## config.mk

```make
export PLATFORM = sky130hd
export DESIGN_NAME = http_request_header_checker_unit
export DESIGN_NICKNAME = d
export VERILOG_FILES = /design/src/rtl/core/hrhc_pkg.sv /design/src/rtl/core/http_request_header_checker_unit.sv
export SDC_FILE = /design/constraint.sdc
export NUM_CORES = 1
export LEC_CHECK = 0
export BUFFER_PORTS_ARGS = -buffer_cell sky130_fd_sc_hd__buf_4
export CORE_ASPECT_RATIO = 1.75
export CORE_MARGIN = 10
export CORE_UTILIZATION = 40
export DETAILED_ROUTE_END_ITERATION = 6
export PLACE_DENSITY_LB_ADDON = 0.1
export SETUP_SLACK_MARGIN = 0.05
export SYNTH_ARGS = -nofsm -noshare
export SYNTH_HDL_FRONTEND = slang
export SYNTH_SLANG_ARGS = --single-unit
export TNS_END_PERCENT = 10
```

## constraint.sdc

```tcl
create_clock -name clk -period 6.6 [get_ports clk]
set_clock_uncertainty 0.1 [all_clocks]
set_input_delay 1.32 -clock clk [delete_from_list [all_inputs] [get_ports clk]]
set_output_delay 1.32 -clock clk [all_outputs]
set_load 0.05 [all_outputs]
```

## src/rtl/core/hrhc_pkg.sv

```systemverilog
// Shared types, constants and helper functions for the HTTP request header checker.
// Used by the top level and by its port checker; depends on nothing else.
package hrhc_pkg;

	// Width of the header and body byte counters (they saturate at all ones).
	localparam int COUNT_WIDTH = 17;
	// Content length is held in 17 bits so that 65536 can stand for "too large".
	localparam int LEN_W       = 17;
	localparam int LIMIT_W     = 16;
	localparam int POS_W       = 5;

	// Configuration register indexes.
	localparam logic CFG_HEADER_LIMIT = 1'b0;
	localparam logic CFG_BODY_LIMIT   = 1'b1;

	localparam logic [LIMIT_W-1:0] HEADER_LIMIT_RST = 16'd8192;
	localparam logic [LIMIT_W-1:0] BODY_LIMIT_RST   = 16'd4096;

	// Fixed request line, including its CR LF.
	localparam int             REQ_LEN  = 31;
	localparam logic [8*REQ_LEN-1:0] REQ_LINE = "POST /api/v1/request HTTP/1.1\r\n";

	// Header names that are looked for, stored in lower case.
	localparam logic [1:0] NAME_CL = 2'd0;
	localparam logic [1:0] NAME_TE = 2'd1;
	localparam logic [1:0] NAME_EX = 2'd2;
	localparam int NUM_NAMES = 3;

	localparam int CL_LEN = 14;
	localparam int TE_LEN = 17;
	localparam int EX_LEN = 6;
	localparam logic [8*CL_LEN-1:0] CL_STR = "content-length";
	localparam logic [8*TE_LEN-1:0] TE_STR = "transfer-encoding";
	localparam logic [8*EX_LEN-1:0] EX_STR = "expect";

	localparam logic [7:0] CHAR_CR    = 8'd13;
	localparam logic [7:0] CHAR_LF    = 8'd10;
	localparam logic [7:0] CHAR_COLON = 8'd58;
	localparam logic [7:0] CHAR_SPACE = 8'd32;
	localparam logic [7:0] CHAR_TAB   = 8'd9;
	localparam logic [7:0] CHAR_ZERO  = 8'd48;
	localparam logic [7:0] CHAR_NINE  = 8'd57;

	typedef enum logic [1:0] {
		ST_INCOMPLETE = 2'd0,
		ST_READY      = 2'd1,
		ST_INVALID    = 2'd2
	} status_t;

	typedef struct packed {
		logic [7:0] data_byte;
		logic       start_req;
	} item_t;

	typedef struct packed {
		status_t    status;
		logic       body_valid;
		logic [7:0] body_byte;
	} verdict_t;

	function automatic logic [7:0] req_char(input logic [POS_W-1:0] pos);
		logic [7:0] c;
		c = 8'd0;
		if (int'(pos) < REQ_LEN) begin
			c = REQ_LINE[8*(REQ_LEN-1-int'(pos)) +: 8];
		end
		return c;
	endfunction

	function automatic logic [POS_W-1:0] name_len(input logic [1:0] idx);
		logic [POS_W-1:0] n;
		unique case (idx)
			NAME_CL: n = POS_W'(CL_LEN);
			NAME_TE: n = POS_W'(TE_LEN);
			NAME_EX: n = POS_W'(EX_LEN);
			default: n = '0;
		endcase
		return n;
	endfunction

	function automatic logic [7:0] name_char(input logic [1:0] idx,
			input logic [POS_W-1:0] pos);
		logic [7:0] c;
		c = 8'd0;
		unique case (idx)
			NAME_CL: begin
				if (int'(pos) < CL_LEN) c = CL_STR[8*(CL_LEN-1-int'(pos)) +: 8];
			end
			NAME_TE: begin
				if (int'(pos) < TE_LEN) c = TE_STR[8*(TE_LEN-1-int'(pos)) +: 8];
			end
			NAME_EX: begin
				if (int'(pos) < EX_LEN) c = EX_STR[8*(EX_LEN-1-int'(pos)) +: 8];
			end
			default: c = 8'd0;
		endcase
		return c;
	endfunction

	function automatic logic [7:0] to_lower(input logic [7:0] b);
		return (b >= 8'd65 && b <= 8'd90) ? b + 8'd32 : b;
	endfunction

	function automatic logic is_ws(input logic [7:0] b);
		return (b == CHAR_SPACE) || (b >= CHAR_TAB && b <= CHAR_CR);
	endfunction

endpackage

```

## src/rtl/core/http_request_header_checker_unit.sv

```systemverilog
// Top level of the HTTP request header checker: input register, per-byte parse logic,
// result register and configuration registers. Depends on hrhc_pkg.
//
// A request carries one byte of an HTTP/1.1 request and its start flag; every request
// yields exactly one verdict (incomplete, ready or invalid) and, for body bytes, the byte
// itself. The block sustains one request per clock cycle while the output side does not
// stall. A request is captured in the input register, the parse logic works on it there
// and the verdict lands in the result register, which raises verdict_valid; the verdict
// is taken at an edge where verdict_stall is low. The parse state update (a few comparisons,
// one multiply-by-ten by shifts and adds, and the counters) is what sits between those two
// registers. While a verdict waits in the result register the input register still takes
// one more request; item_stall rises only when both are full and verdict_stall is high.
// The request line must read "POST /api/v1/request HTTP/1.1", header names are matched
// without regard to case, and header errors are held back until the blank line arrives
// or the header byte limit is passed. Limits are written through cfg_we/cfg_index/cfg_data
// while no request is in flight, a rule for the user that the block does not enforce;
// they take effect for the next request byte.

module http_request_header_checker_unit (
	input  logic                         clk,
	input  logic                         arst_n,
	input  logic                         item_valid,
	output logic                         item_stall,
	input  hrhc_pkg::item_t              item,
	output logic                         verdict_valid,
	input  logic                         verdict_stall,
	output hrhc_pkg::verdict_t           verdict,
	input  logic                         cfg_we,
	input  logic                         cfg_index,
	input  logic [hrhc_pkg::LIMIT_W-1:0] cfg_data
);
	import hrhc_pkg::*;

	// Parse phase of the current request.
	typedef enum logic [6:0] {
		PH_REQ      = 7'b0000001,
		PH_REQ_SKIP = 7'b0000010,
		PH_NAME     = 7'b0000100,
		PH_VALUE    = 7'b0001000,
		PH_BODY     = 7'b0010000,
		PH_READY    = 7'b0100000,
		PH_BAD      = 7'b1000000
	} phase_t;

	// Progress through a content-length value.
	typedef enum logic [3:0] {
		VP_LEAD   = 4'b0001,
		VP_DIGITS = 4'b0010,
		VP_TRAIL  = 4'b0100,
		VP_BAD    = 4'b1000
	} vphase_t;

	localparam int CMP_W = (COUNT_WIDTH > LEN_W) ? COUNT_WIDTH : LEN_W;
	localparam logic [COUNT_WIDTH-1:0] CNT_MAX  = {COUNT_WIDTH{1'b1}};
	localparam logic [POS_W-1:0]       POS_MAX  = {POS_W{1'b1}};
	localparam logic [LEN_W+2:0]       LEN_TOP  = (LEN_W+3)'(65535);
	localparam logic [LEN_W-1:0]       LEN_SAT  = LEN_W'(65536);

	// Configuration registers.
	logic [LIMIT_W-1:0] header_limit_q;
	logic [LIMIT_W-1:0] body_limit_q;

	// Input register and result register.
	item_t    item_s1;
	logic     valid_s1;
	verdict_t verdict_q;
	logic     verdict_valid_q;

	// Parse state.
	phase_t                 phase_q;
	logic [POS_W-1:0]       mpos_q;
	logic [NUM_NAMES-1:0]   cand_q;
	vphase_t                vphase_q;
	logic [COUNT_WIDTH-1:0] byte_count_q;
	logic [LEN_W-1:0]       length_value_q;
	logic                   length_seen_q;
	logic [COUNT_WIDTH-1:0] body_count_q;
	logic                   pending_cr_q;
	logic                   error_q;

	// Next-state values.
	phase_t                 phase_d;
	logic [POS_W-1:0]       mpos_d;
	logic [NUM_NAMES-1:0]   cand_d;
	vphase_t                vphase_d;
	logic [COUNT_WIDTH-1:0] byte_count_d;
	logic [LEN_W-1:0]       length_value_d;
	logic                   length_seen_d;
	logic [COUNT_WIDTH-1:0] body_count_d;
	logic                   pending_cr_d;
	logic                   error_d;
	verdict_t               verdict_d;

	logic advance;

	// The parse stage moves on whenever the result register is empty or being drained.
	assign advance       = valid_s1 && (!verdict_valid_q || !verdict_stall);
	assign item_stall    = valid_s1 && verdict_valid_q && verdict_stall;
	assign verdict_valid = verdict_valid_q;
	assign verdict       = verdict_q;

	always_ff @(posedge clk or negedge arst_n) begin
		if (!arst_n) begin
			header_limit_q <= HEADER_LIMIT_RST;
			body_limit_q   <= BODY_LIMIT_RST;
		end else if (cfg_we) begin
			unique case (cfg_index)
				CFG_HEADER_LIMIT: header_limit_q <= cfg_data;
				CFG_BODY_LIMIT:   body_limit_q   <= cfg_data;
				default:          ;
			endcase
		end
	end

	// Per-byte parse logic. A start flag first brings the state back to its cleared values,
	// then the byte is applied to that state.
	always_comb begin
		logic [7:0]    b;
		logic          crlf;
		logic          hdr_done;
		logic [NUM_NAMES-1:0] hit;
		logic [LEN_W+2:0] len_x10;

		b        = item_s1.data_byte;
		crlf     = 1'b0;
		hdr_done = 1'b0;
		hit      = '0;
		len_x10  = '0;

		if (item_s1.start_req) begin
			phase_d        = PH_REQ;
			mpos_d         = '0;
			cand_d         = '1;
			vphase_d       = VP_LEAD;
			byte_count_d   = '0;
			length_value_d = '0;
			length_seen_d  = 1'b0;
			body_count_d   = '0;
			pending_cr_d   = 1'b0;
			error_d        = 1'b0;
		end else begin
			phase_d        = phase_q;
			mpos_d         = mpos_q;
			cand_d         = cand_q;
			vphase_d       = vphase_q;
			byte_count_d   = byte_count_q;
			length_value_d = length_value_q;
			length_seen_d  = length_seen_q;
			body_count_d   = body_count_q;
			pending_cr_d   = pending_cr_q;
			error_d        = error_q;
		end

		verdict_d.status     = ST_INCOMPLETE;
		verdict_d.body_valid = 1'b0;
		verdict_d.body_byte  = 8'd0;

		unique case (phase_d)
			PH_BAD: begin
				verdict_d.status = ST_INVALID;
			end
			PH_READY: begin
				// Any byte after the whole body is surplus.
				phase_d          = PH_BAD;
				verdict_d.status = ST_INVALID;
			end
			PH_BODY: begin
				verdict_d.body_valid = 1'b1;
				verdict_d.body_byte  = b;
				if (body_count_d != CNT_MAX) body_count_d = body_count_d + 1'b1;
				if (CMP_W'(body_count_d) >= CMP_W'(length_value_d)) begin
					phase_d          = PH_READY;
					verdict_d.status = ST_READY;
				end
			end
			default: begin
				if (byte_count_d != CNT_MAX) byte_count_d = byte_count_d + 1'b1;
				if (CMP_W'(byte_count_d) > CMP_W'(header_limit_q)) begin
					phase_d          = PH_BAD;
					verdict_d.status = ST_INVALID;
				end else begin
					crlf         = pending_cr_d && (b == CHAR_LF);
					pending_cr_d = (b == CHAR_CR);

					unique case (phase_d)
						PH_REQ: begin
							if (int'(mpos_d) < REQ_LEN && b == req_char(mpos_d)) begin
								mpos_d = mpos_d + 1'b1;
								if (int'(mpos_d) >= REQ_LEN) begin
									phase_d  = PH_NAME;
									mpos_d   = '0;
									cand_d   = '1;
									vphase_d = VP_LEAD;
								end
							end else begin
								error_d = 1'b1;
								phase_d = PH_REQ_SKIP;
							end
						end
						PH_REQ_SKIP: begin
							if (crlf) begin
								phase_d  = PH_NAME;
								mpos_d   = '0;
								cand_d   = '1;
								vphase_d = VP_LEAD;
							end
						end
						PH_NAME: begin
							if (crlf) begin
								// Only the CR was counted: this is the blank line.
								if (mpos_d == POS_W'(1)) begin
									hdr_done = 1'b1;
								end else begin
									error_d  = 1'b1;
									mpos_d   = '0;
									cand_d   = '1;
									vphase_d = VP_LEAD;
								end
							end else if (b == CHAR_COLON) begin
								if (mpos_d == '0) error_d = 1'b1;
								for (int i = 0; i < NUM_NAMES; i++) begin
									hit[i] = cand_d[i] && (name_len(2'(i)) == mpos_d);
								end
								if (hit[NAME_TE] || hit[NAME_EX]) error_d = 1'b1;
								if (hit[NAME_CL]) begin
									if (length_seen_d) error_d = 1'b1;
									length_seen_d  = 1'b1;
									length_value_d = '0;
								end
								cand_d   = hit;
								vphase_d = VP_LEAD;
								phase_d  = PH_VALUE;
							end else begin
								for (int i = 0; i < NUM_NAMES; i++) begin
									if (cand_d[i] && (mpos_d >= name_len(2'(i)) ||
											to_lower(b) != name_char(2'(i), mpos_d))) begin
										cand_d[i] = 1'b0;
									end
								end
								if (mpos_d != POS_MAX) mpos_d = mpos_d + 1'b1;
							end
						end
						PH_VALUE: begin
							if (crlf) begin
								if (cand_d[NAME_CL] &&
										(vphase_d == VP_LEAD || vphase_d == VP_BAD)) begin
									error_d = 1'b1;
								end
								phase_d  = PH_NAME;
								mpos_d   = '0;
								cand_d   = '1;
								vphase_d = VP_LEAD;
							end else if (cand_d[NAME_CL]) begin
								if (is_ws(b)) begin
									if (vphase_d == VP_DIGITS) vphase_d = VP_TRAIL;
								end else if (b >= CHAR_ZERO && b <= CHAR_NINE) begin
									if (vphase_d == VP_LEAD || vphase_d == VP_DIGITS) begin
										// Times ten as eight plus two; large values clamp.
										len_x10 = {length_value_d, 3'b000} +
											{2'b00, length_value_d, 1'b0} +
											(LEN_W+3)'(b - CHAR_ZERO);
										if (len_x10 > LEN_TOP) begin
											length_value_d = LEN_SAT;
										end else begin
											length_value_d = len_x10[LEN_W-1:0];
										end
										vphase_d = VP_DIGITS;
									end else begin
										vphase_d = VP_BAD;
									end
								end else begin
									vphase_d = VP_BAD;
								end
							end
						end
						default: ;
					endcase

					if (hdr_done) begin
						if (error_d || !length_seen_d || length_value_d == '0 ||
								length_value_d > LEN_W'(body_limit_q)) begin
							phase_d          = PH_BAD;
							verdict_d.status = ST_INVALID;
						end else begin
							phase_d      = PH_BODY;
							body_count_d = '0;
						end
					end
				end
			end
		endcase
	end

	// Control: input and result valid flags and the parse state.
	always_ff @(posedge clk or negedge arst_n) begin
		if (!arst_n) begin
			valid_s1        <= 1'b0;
			verdict_valid_q <= 1'b0;
			phase_q         <= PH_REQ;
			mpos_q          <= '0;
			cand_q          <= '1;
			vphase_q        <= VP_LEAD;
			byte_count_q    <= '0;
			length_value_q  <= '0;
			length_seen_q   <= 1'b0;
			body_count_q    <= '0;
			pending_cr_q    <= 1'b0;
			error_q         <= 1'b0;
		end else begin
			if (item_valid && !item_stall) begin
				valid_s1 <= 1'b1;
			end else if (advance) begin
				valid_s1 <= 1'b0;
			end

			if (advance) begin
				verdict_valid_q <= 1'b1;
				phase_q         <= phase_d;
				mpos_q          <= mpos_d;
				cand_q          <= cand_d;
				vphase_q        <= vphase_d;
				byte_count_q    <= byte_count_d;
				length_value_q  <= length_value_d;
				length_seen_q   <= length_seen_d;
				body_count_q    <= body_count_d;
				pending_cr_q    <= pending_cr_d;
				error_q         <= error_d;
			end else if (!verdict_stall) begin
				verdict_valid_q <= 1'b0;
			end
		end
	end

	// Payload registers.
	always_ff @(posedge clk) begin
		if (item_valid && !item_stall) begin
			item_s1 <= item;
		end
		if (advance) begin
			verdict_q <= verdict_d;
		end
	end

endmodule

```

### After elaboration in Yosys (flattened, before gate mapping)

Cells that the tools add are included.
Widths: inputs -> output; s select.

| storage, ports and cells | value |
|---|---|
| register bits after elaboration | 127 |
| input port bits | 31 |
| output and inout port bits | 13 |
| logic and storage cells | 292 |

| cells by class | value |
|---|---|
| $add $sub $neg | 11 |
| $lt $le $gt $ge | 18 |
| equal/unequal tests | 26 |
| shifts and indexed selects | 4 |
| mux-type cells | 174 |
| bitwise gates (word level) | 1 |
| reductions and logical operators | 39 |

Operators with widths:

| operator | number |
|---|---|
| $mux 17 | 24 |
| $shiftx 248x9->8 const A | 1 |
| $mux 5 | 40 |
| $mux 8 | 23 |
| $shiftx 136x9->8 const A | 1 |
| $shiftx 112x9->8 const A | 1 |
| $mux 7 | 10 |
| $pmux 17 s2 | 2 |
| $mux 4 | 15 |
| $shiftx 48x9->8 const A | 1 |
| $pmux 7 s3 | 2 |
| $mux 1 | 40 |
| $add 17x1->17 const B | 2 |
| $gt 17x16->1 | 2 |
| $ne 17x17->1 const B | 2 |
| $mux 3 | 9 |
| $ne 8x8->1 | 3 |
| $add 20x18->20 | 1 |
| $add 20x20->20 | 1 |
| $gt 20x16->1 const B | 1 |
| $ge 17x17->1 | 1 |
| $logic_not 17->1 | 1 |
| $eq 8x4->1 const B | 2 |
| $eq 8x6->1 const B | 2 |
| 48 further kinds | 86 |

### Depth between registers and ports, before layout

| depth | value |
|---|---|
| depth in word-level cells | 25 |
| gate-level depth with buffers | 33 |

### Worst setup path after synthesis

Ideal clock, no wire load.

| path | value |
|---|---|
| kind | register to register |
| start | reg item_s1[0] in the netlist's numbering |
| end | reg phase_q[4] |
| arrival time | 6750 ps |
| data required time | 6413 ps |
| path slack | -336 ps |
| stages on the path, launching flop included | 34 |
| path buffers | 10 |
| period minus slack after synthesis | 6936 ps |
| cells stage by stage | edfxtp_1 > buf_4 > buf_2 > buf_2 > clkbuf_1 > clkbuf_1 > buf_1 > buf_1 > buf_1 > nor2b_1 > ha_1 > nand3_1 > or2_2 > or4_1 > clkbuf_1 > and4_1 > nor2b_1 > nand3_1 > nor2_1 > nand3_1 > nor2_1 > xnor2_1 > nor2_1 > ha_1 > nand4_1 > nor2_1 > o21ai_0 > a21oi_1 > o41ai_1 > nand3_1 > nor2_1 > clkbuf_1 > nand3_1 > o211ai_1 |

| between the ends | value |
|---|---|
| longest elaborated chain between the ends | 20 |
| elaborated cells between the ends (all ways) | 111 |
| those cells by class | add/sub (6); order compare (6); eq/ne (17); shift (1); mux (65); reduce/logical (16) |

Ends and longest elaborated chain:

| item | line | text |
|---|---|---|
| start: declaration | http_request_header_checker_unit.sv:64 | `item_t item_s1;` |
| start signal: assignment | http_request_header_checker_unit.sv:337 | `item_s1 <= item;` |
| parallel branches: the longest is 19 deep, another holds $add 20x18->20 | -- |  |
| $pmux 7 s3 (*) | http_request_header_checker_unit.sv:158 | `unique case (phase_d)` |
| end signal: assignment | http_request_header_checker_unit.sv:318 | `phase_q <= phase_d;` |
| end: declaration | http_request_header_checker_unit.sv:70 | `phase_t phase_q;` |

Mark *: on every way between the ends. The select of a mux whose other input is x is not followed.
A chain may end at the register's enable or synchronous reset.

### Final worst setup path

| path | value |
|---|---|
| start | reg item_s1[6] in the netlist's numbering |
| end | reg body_count_q[10] |

| between the ends | value |
|---|---|
| longest elaborated chain between the ends | 19 |
| elaborated cells between the ends (all ways) | 53 |
| those cells by class | add/sub (2); order compare (6); eq/ne (4); mux (31); reduce/logical (10) |

Ends and longest elaborated chain:

| item | line | text |
|---|---|---|
| parallel branches: the longest is 16 deep, another holds $add 20x20->20 | -- |  |
| $mux 17 (*) | http_request_header_checker_unit.sv:279 | `if (hdr_done) begin` |
| $mux 17 (*) | http_request_header_checker_unit.sv:178 | `if (CMP_W'(byte_count_d) > CMP_W'(header_limit_q)) begin` |
| $pmux 17 s2 (*) | http_request_header_checker_unit.sv:158 |  |
| end signal: assignment | http_request_header_checker_unit.sv:325 | `body_count_q <= body_count_d;` |
| end: declaration | http_request_header_checker_unit.sv:77 | `logic [COUNT_WIDTH-1:0] body_count_q;` |

Marked as above.

==> metrics.md <==
| Metric | Value |
|---|---|
| Combinational family with the most area after synthesis | `compound AO/OA/AOI/OAI gates` |
| Reg clk slew, reported paths | `0.07 ns` |
| Seq/Total Area, Yosys | `26.6%` |
| WL/cell | `23.5 µm` |
| Die Area | `38600 µm²` |
| NetSw | `0.00101 W` |
| Peak supply drop | `~220 µV` |
| # port buffers | `43` |
| Core region area | `30600 µm²` |
| Critical path endpoint category | `register` |
| 1st-pass router iterations | `5` |
| Least-Margin Pin Slew | `between 1 and 1.5 ns` |
| Post-DR vias/cell | `roughly 6.1` |
| Width of the die | `153 µm` |
| Final wirelength | `46700 µm` |
| Endpoints failing setup | `0` |
| Relative max-transition margin | `26.4%` |
| Yosys warns | `0` |
| Starting Density | `40.3%` |
| Cell area power density | `189 nW/µm²` |
| Crit path top cell by count | `o21ai_2` |
| Final worst path period need | `6.24 ns` |
| Dominant cell type by area after synthesis | `dfrtp_1` |
| Post-Route Utilization | `about 46%` |
| Final Cycle Share | `a little over nine tenths` |
| Vias in the first global route | `about 12000` |
| Post-Synth Adder-Cell Area | `11.3%` |
| All-Layer GR Usage | `23.5%` |
| DR vias | `~12000` |
| Synth top area share | `20.3%` |
| Placed cell count | `1944` |
| Critical Path AT | `6.48 ns` |
| Crit path from | `item_s1[6]` |
| Clk pwr share | `35.2%` |
| Synthesized area | `12300 µm²` |
| Global-route wire length before repair | `71500 µm` |
| Internal power | `0.00167 W` |
| Total inserted antenna cells | `0` |
| DIE HEIGHT | `252 µm` |
| Max-cap violations | `0` |
| Syn nets | `1660` |
| Fill cells | `3101` |
| CTS HTree Levels | `4` |
| CTS tree | `done` |
| Worst min path class | `reg2reg` |
| Top_reg_cell synth | `dfrtp_1` |
| Status | `completed` |
| Critical-path top delay cell | `fa_1` |
| Pin count of the biggest net entering global routing | `61` |
| RSZ-0062 raised after global routing | `no` |
| Hold Fails Final Rpt | `0` |
| Non-Filler Instances | `between 1500 and 2000` |
| Post-Synth Simple-Gate Area | `22.2%` |
| Worst-Skew Late Latency | `0.46 ns` |
| Antenna violations before repair | `0` |
| Share of cells above drive strength 1 | `17.0%` |
| Combinational fraction of design power | `29.9%` |
| Total gr overflow | `0` |
| IO Pins | `44` |
| CTS buffer count | `17` |
| Mapped Avg Cell Area | `8.09 µm²` |
| Fin. max-slew vios | `0` |
| Largest cells by area after synthesis | `dfrtp_1, ha_1, edfxtp_1` |
| Leakage | `6.15 nW` |
| Synthesis-stage register bit count | `127` |
| DR DRC count | `0` |
| Worst Setup Start Kind | `register` |
| Clock Path Buffers | `2` |
| Crit path max fanout | `7` |
| Drt first-iter violations | `711` |
| Critical Path Max Stage Delay | `0.51 ns` |
| Synth Area in Compound Gates | `26.0%` |
| Row count | `between 80 and 90` |
| Post-synthesis xor/xnor area fraction | `4.74%` |
| ANT nets after route | `0` |
| Sequential power share | `34.9%` |
| Root buf cell | `clkbuf_16` |
| Distinct cells, synth | `102` |
| F_max | `approximately 160 MHz` |
| DP Wirelength | `36200 µm` |
| Critical Path RT | `6.84 ns` |
| Clock sinks | `~130` |
| Switching portion of total power | `a little under two fifths` |
| Multi-input gate area | `8490 µm²` |
| Synth Instances | `around 1500` |
| Number of synthesized flops with an enable pin | `20` |
| Area growth from synthesis to layout | `15.0%` |
| RD Place Congestion | `0.968` |
| Multiplexer share of the synthesized area | `2.83%` |
| Hold Startpoint | `valid_s1` |
| Critical R2R Launch | `item_s1[6]` |
| Async SR Flop Fraction | `between 80% and 90%` |
| Nets | `about 1700` |
| Setup CP Type | `reg2reg` |
| Register area | `3290 µm²` |
| Hold_buf cts | `0` |
==> metrics by stage <==
stage	instance area (µm²)	hold slack (ns)	total power [W]	TNS (ns)	setup slack, ns
4_1_cts	13900	0.398	0.00267	0	0.0654
6_report	14200	0.391	0.00268	0	0.357
3_5_place_dp	13300	0.383	0.00173	-0.187	-0.0231
3_3_place_gp	13300	0.377	0.00172	0	0.0954
2_1_floorplan	12400	0.356	0.00146	0	0.0502
5_1_grt	14200	0.421	0.00281	0	0.0555
==> power by group through the flow <==
stage,sequential (W),clock (W),combinational [W]
after global routing,0.000944,0.000987,0.000875
after CTS,0.000936,0.000959,0.000780
after global placement,0.000949,0,0.000771
after floorplan,0.000938,0,0.000520
final,0.000936,0.000943,0.000801
after detailed placement,0.000951,0,0.000775
==> cell usage after synthesis, types with 6 or more instances <==
cell / count
inv_1: 81
mux2_2: 23
o211ai_1: 15
nand2_1: 158
or2_2: 6
o31ai_1: 11
nor2b_1: 28
o21ai_0: 107
mux2i_1: 9
nand4_1: 25
clkbuf_1: 63
dfstp_2: 7
o221ai_1: 7
o21ai_1: 7
o21a_1: 15
xnor2_1: 41
edfxtp_1: 20
ha_1: 86
a31oi_1: 18
a21o_1: 22
nor4_1: 17
and2_1: 12
buf_2: 17
nand2b_1: 21
o22ai_1: 20
and4_1: 11
nor2_1: 108
xor2_1: 24
a21oi_1: 111
fa_1: 16
buf_1: 7
a22o_1: 34
or3_1: 15
a311oi_1: 6
a211oi_1: 16
nor3_1: 30
a22oi_1: 7
o2bb2ai_1: 9
dfrtp_1: 100
and3_1: 10
nand3_1: 55
==> logic make-up after synthesis <==
kind of cell | count (synthesis)
XOR/XNOR | 66
AO/OA/AOI/OAI | 478
adder cells (fa/ha/maj) | 102
buffers and inverters | 185
flip-flops | 127
AND/OR/NAND/NOR | 537
multiplexers | 32
==> sequential cells by signal, summed over array words and instances (netlist names), 3 cells and up <==
register and cells:
cand_q 3, vphase_q 4, body_count_q 17, byte_count_q 17, item_s1 9, phase_q 7, length_value_q 17, mpos_q 5
body_limit_q 16, verdict 11, header_limit_q 16
==> placed cells by master, fill, tap and decap left out, types with 14 or more instances in the layout <==
cell,netlist,final
buf_4,4,129
nor2b_1,28,26
a211oi_1,16,15
a21o_1,22,22
ha_1,86,76
mux2_2,23,23
fa_1,16,16
nor2_1,108,107
or3_1,15,14
dfrtp_1,100,100
xnor2_1,41,39
edfxtp_1,20,20
nand3_1,55,54
inv_1,81,79
o22ai_1,20,19
a22o_1,34,34
nand4_1,25,25
nor4_1,17,16
o21ai_0,107,104
o21a_1,15,15
nand2b_1,21,21
nor3_1,30,29
xor2_1,24,24
clkbuf_16,0,17
nand2_1,158,156
a31oi_1,18,18
a21oi_1,111,105
o211ai_1,15,15
==> worst max-delay path: cells and delay by family, from the launching register on <==
kind | cells | cell delay [ns]
flip-flops | 1 | 0.41
AND/OR/NAND/NOR | 9 | 2.06
AO/OA/AOI/OAI | 11 | 2.08
buffers and inverters | 2 | 0.21
adder cells (fa/ha/maj) | 4 | 1.27
==> final timing paths <==
path | to | slack (ns) | cells past startpoint
worst max-delay path | body_count_q[10] | 0.36 | 26
worst min-delay path | verdict_valid | 0.39 | 1
worst max register to register | body_count_q[10] | 0.36 | 26
worst min register to register | verdict_valid | 0.39 | 1
max in group asynchronous | body_count_q[10] | 4.34 | 2
min in group asynchronous | body_limit_q[11] | 0.86 | 1
==> routing by layer <==
layer	vias up	part of all wire, %	global-route usage [%]	wire length, µm
li1	5735	-	-	-
met5	-	0	0	0
met1	5948	35	22.4	16200
met2	373	55	45.2	25500
met4	0	7.5	17.2	3520
met3	139	3.1	2.49	1460
==> final cells by class <==
class                           instances  share of cell area (%)
Tap cell                              391                    3.45
Multi-Input combinational cell       1216                    59.8
Clock inverter                         15                    1.03
Timing Repair Buffer                  133                    7.14
Inverter                               89                    2.39
Sequential cell                       127                    23.2
Clock buffer                           17                    3.00
==> timing repair <==
item                                    4_1_cts  5_1_grt
gates cloned                                  0        1
setup buffers                                 0       11
endpoints found under the setup margin       14       26
pin swaps                                     0       11
gates resized for setup                       2       45
Power figures use the tool's default switching activity.
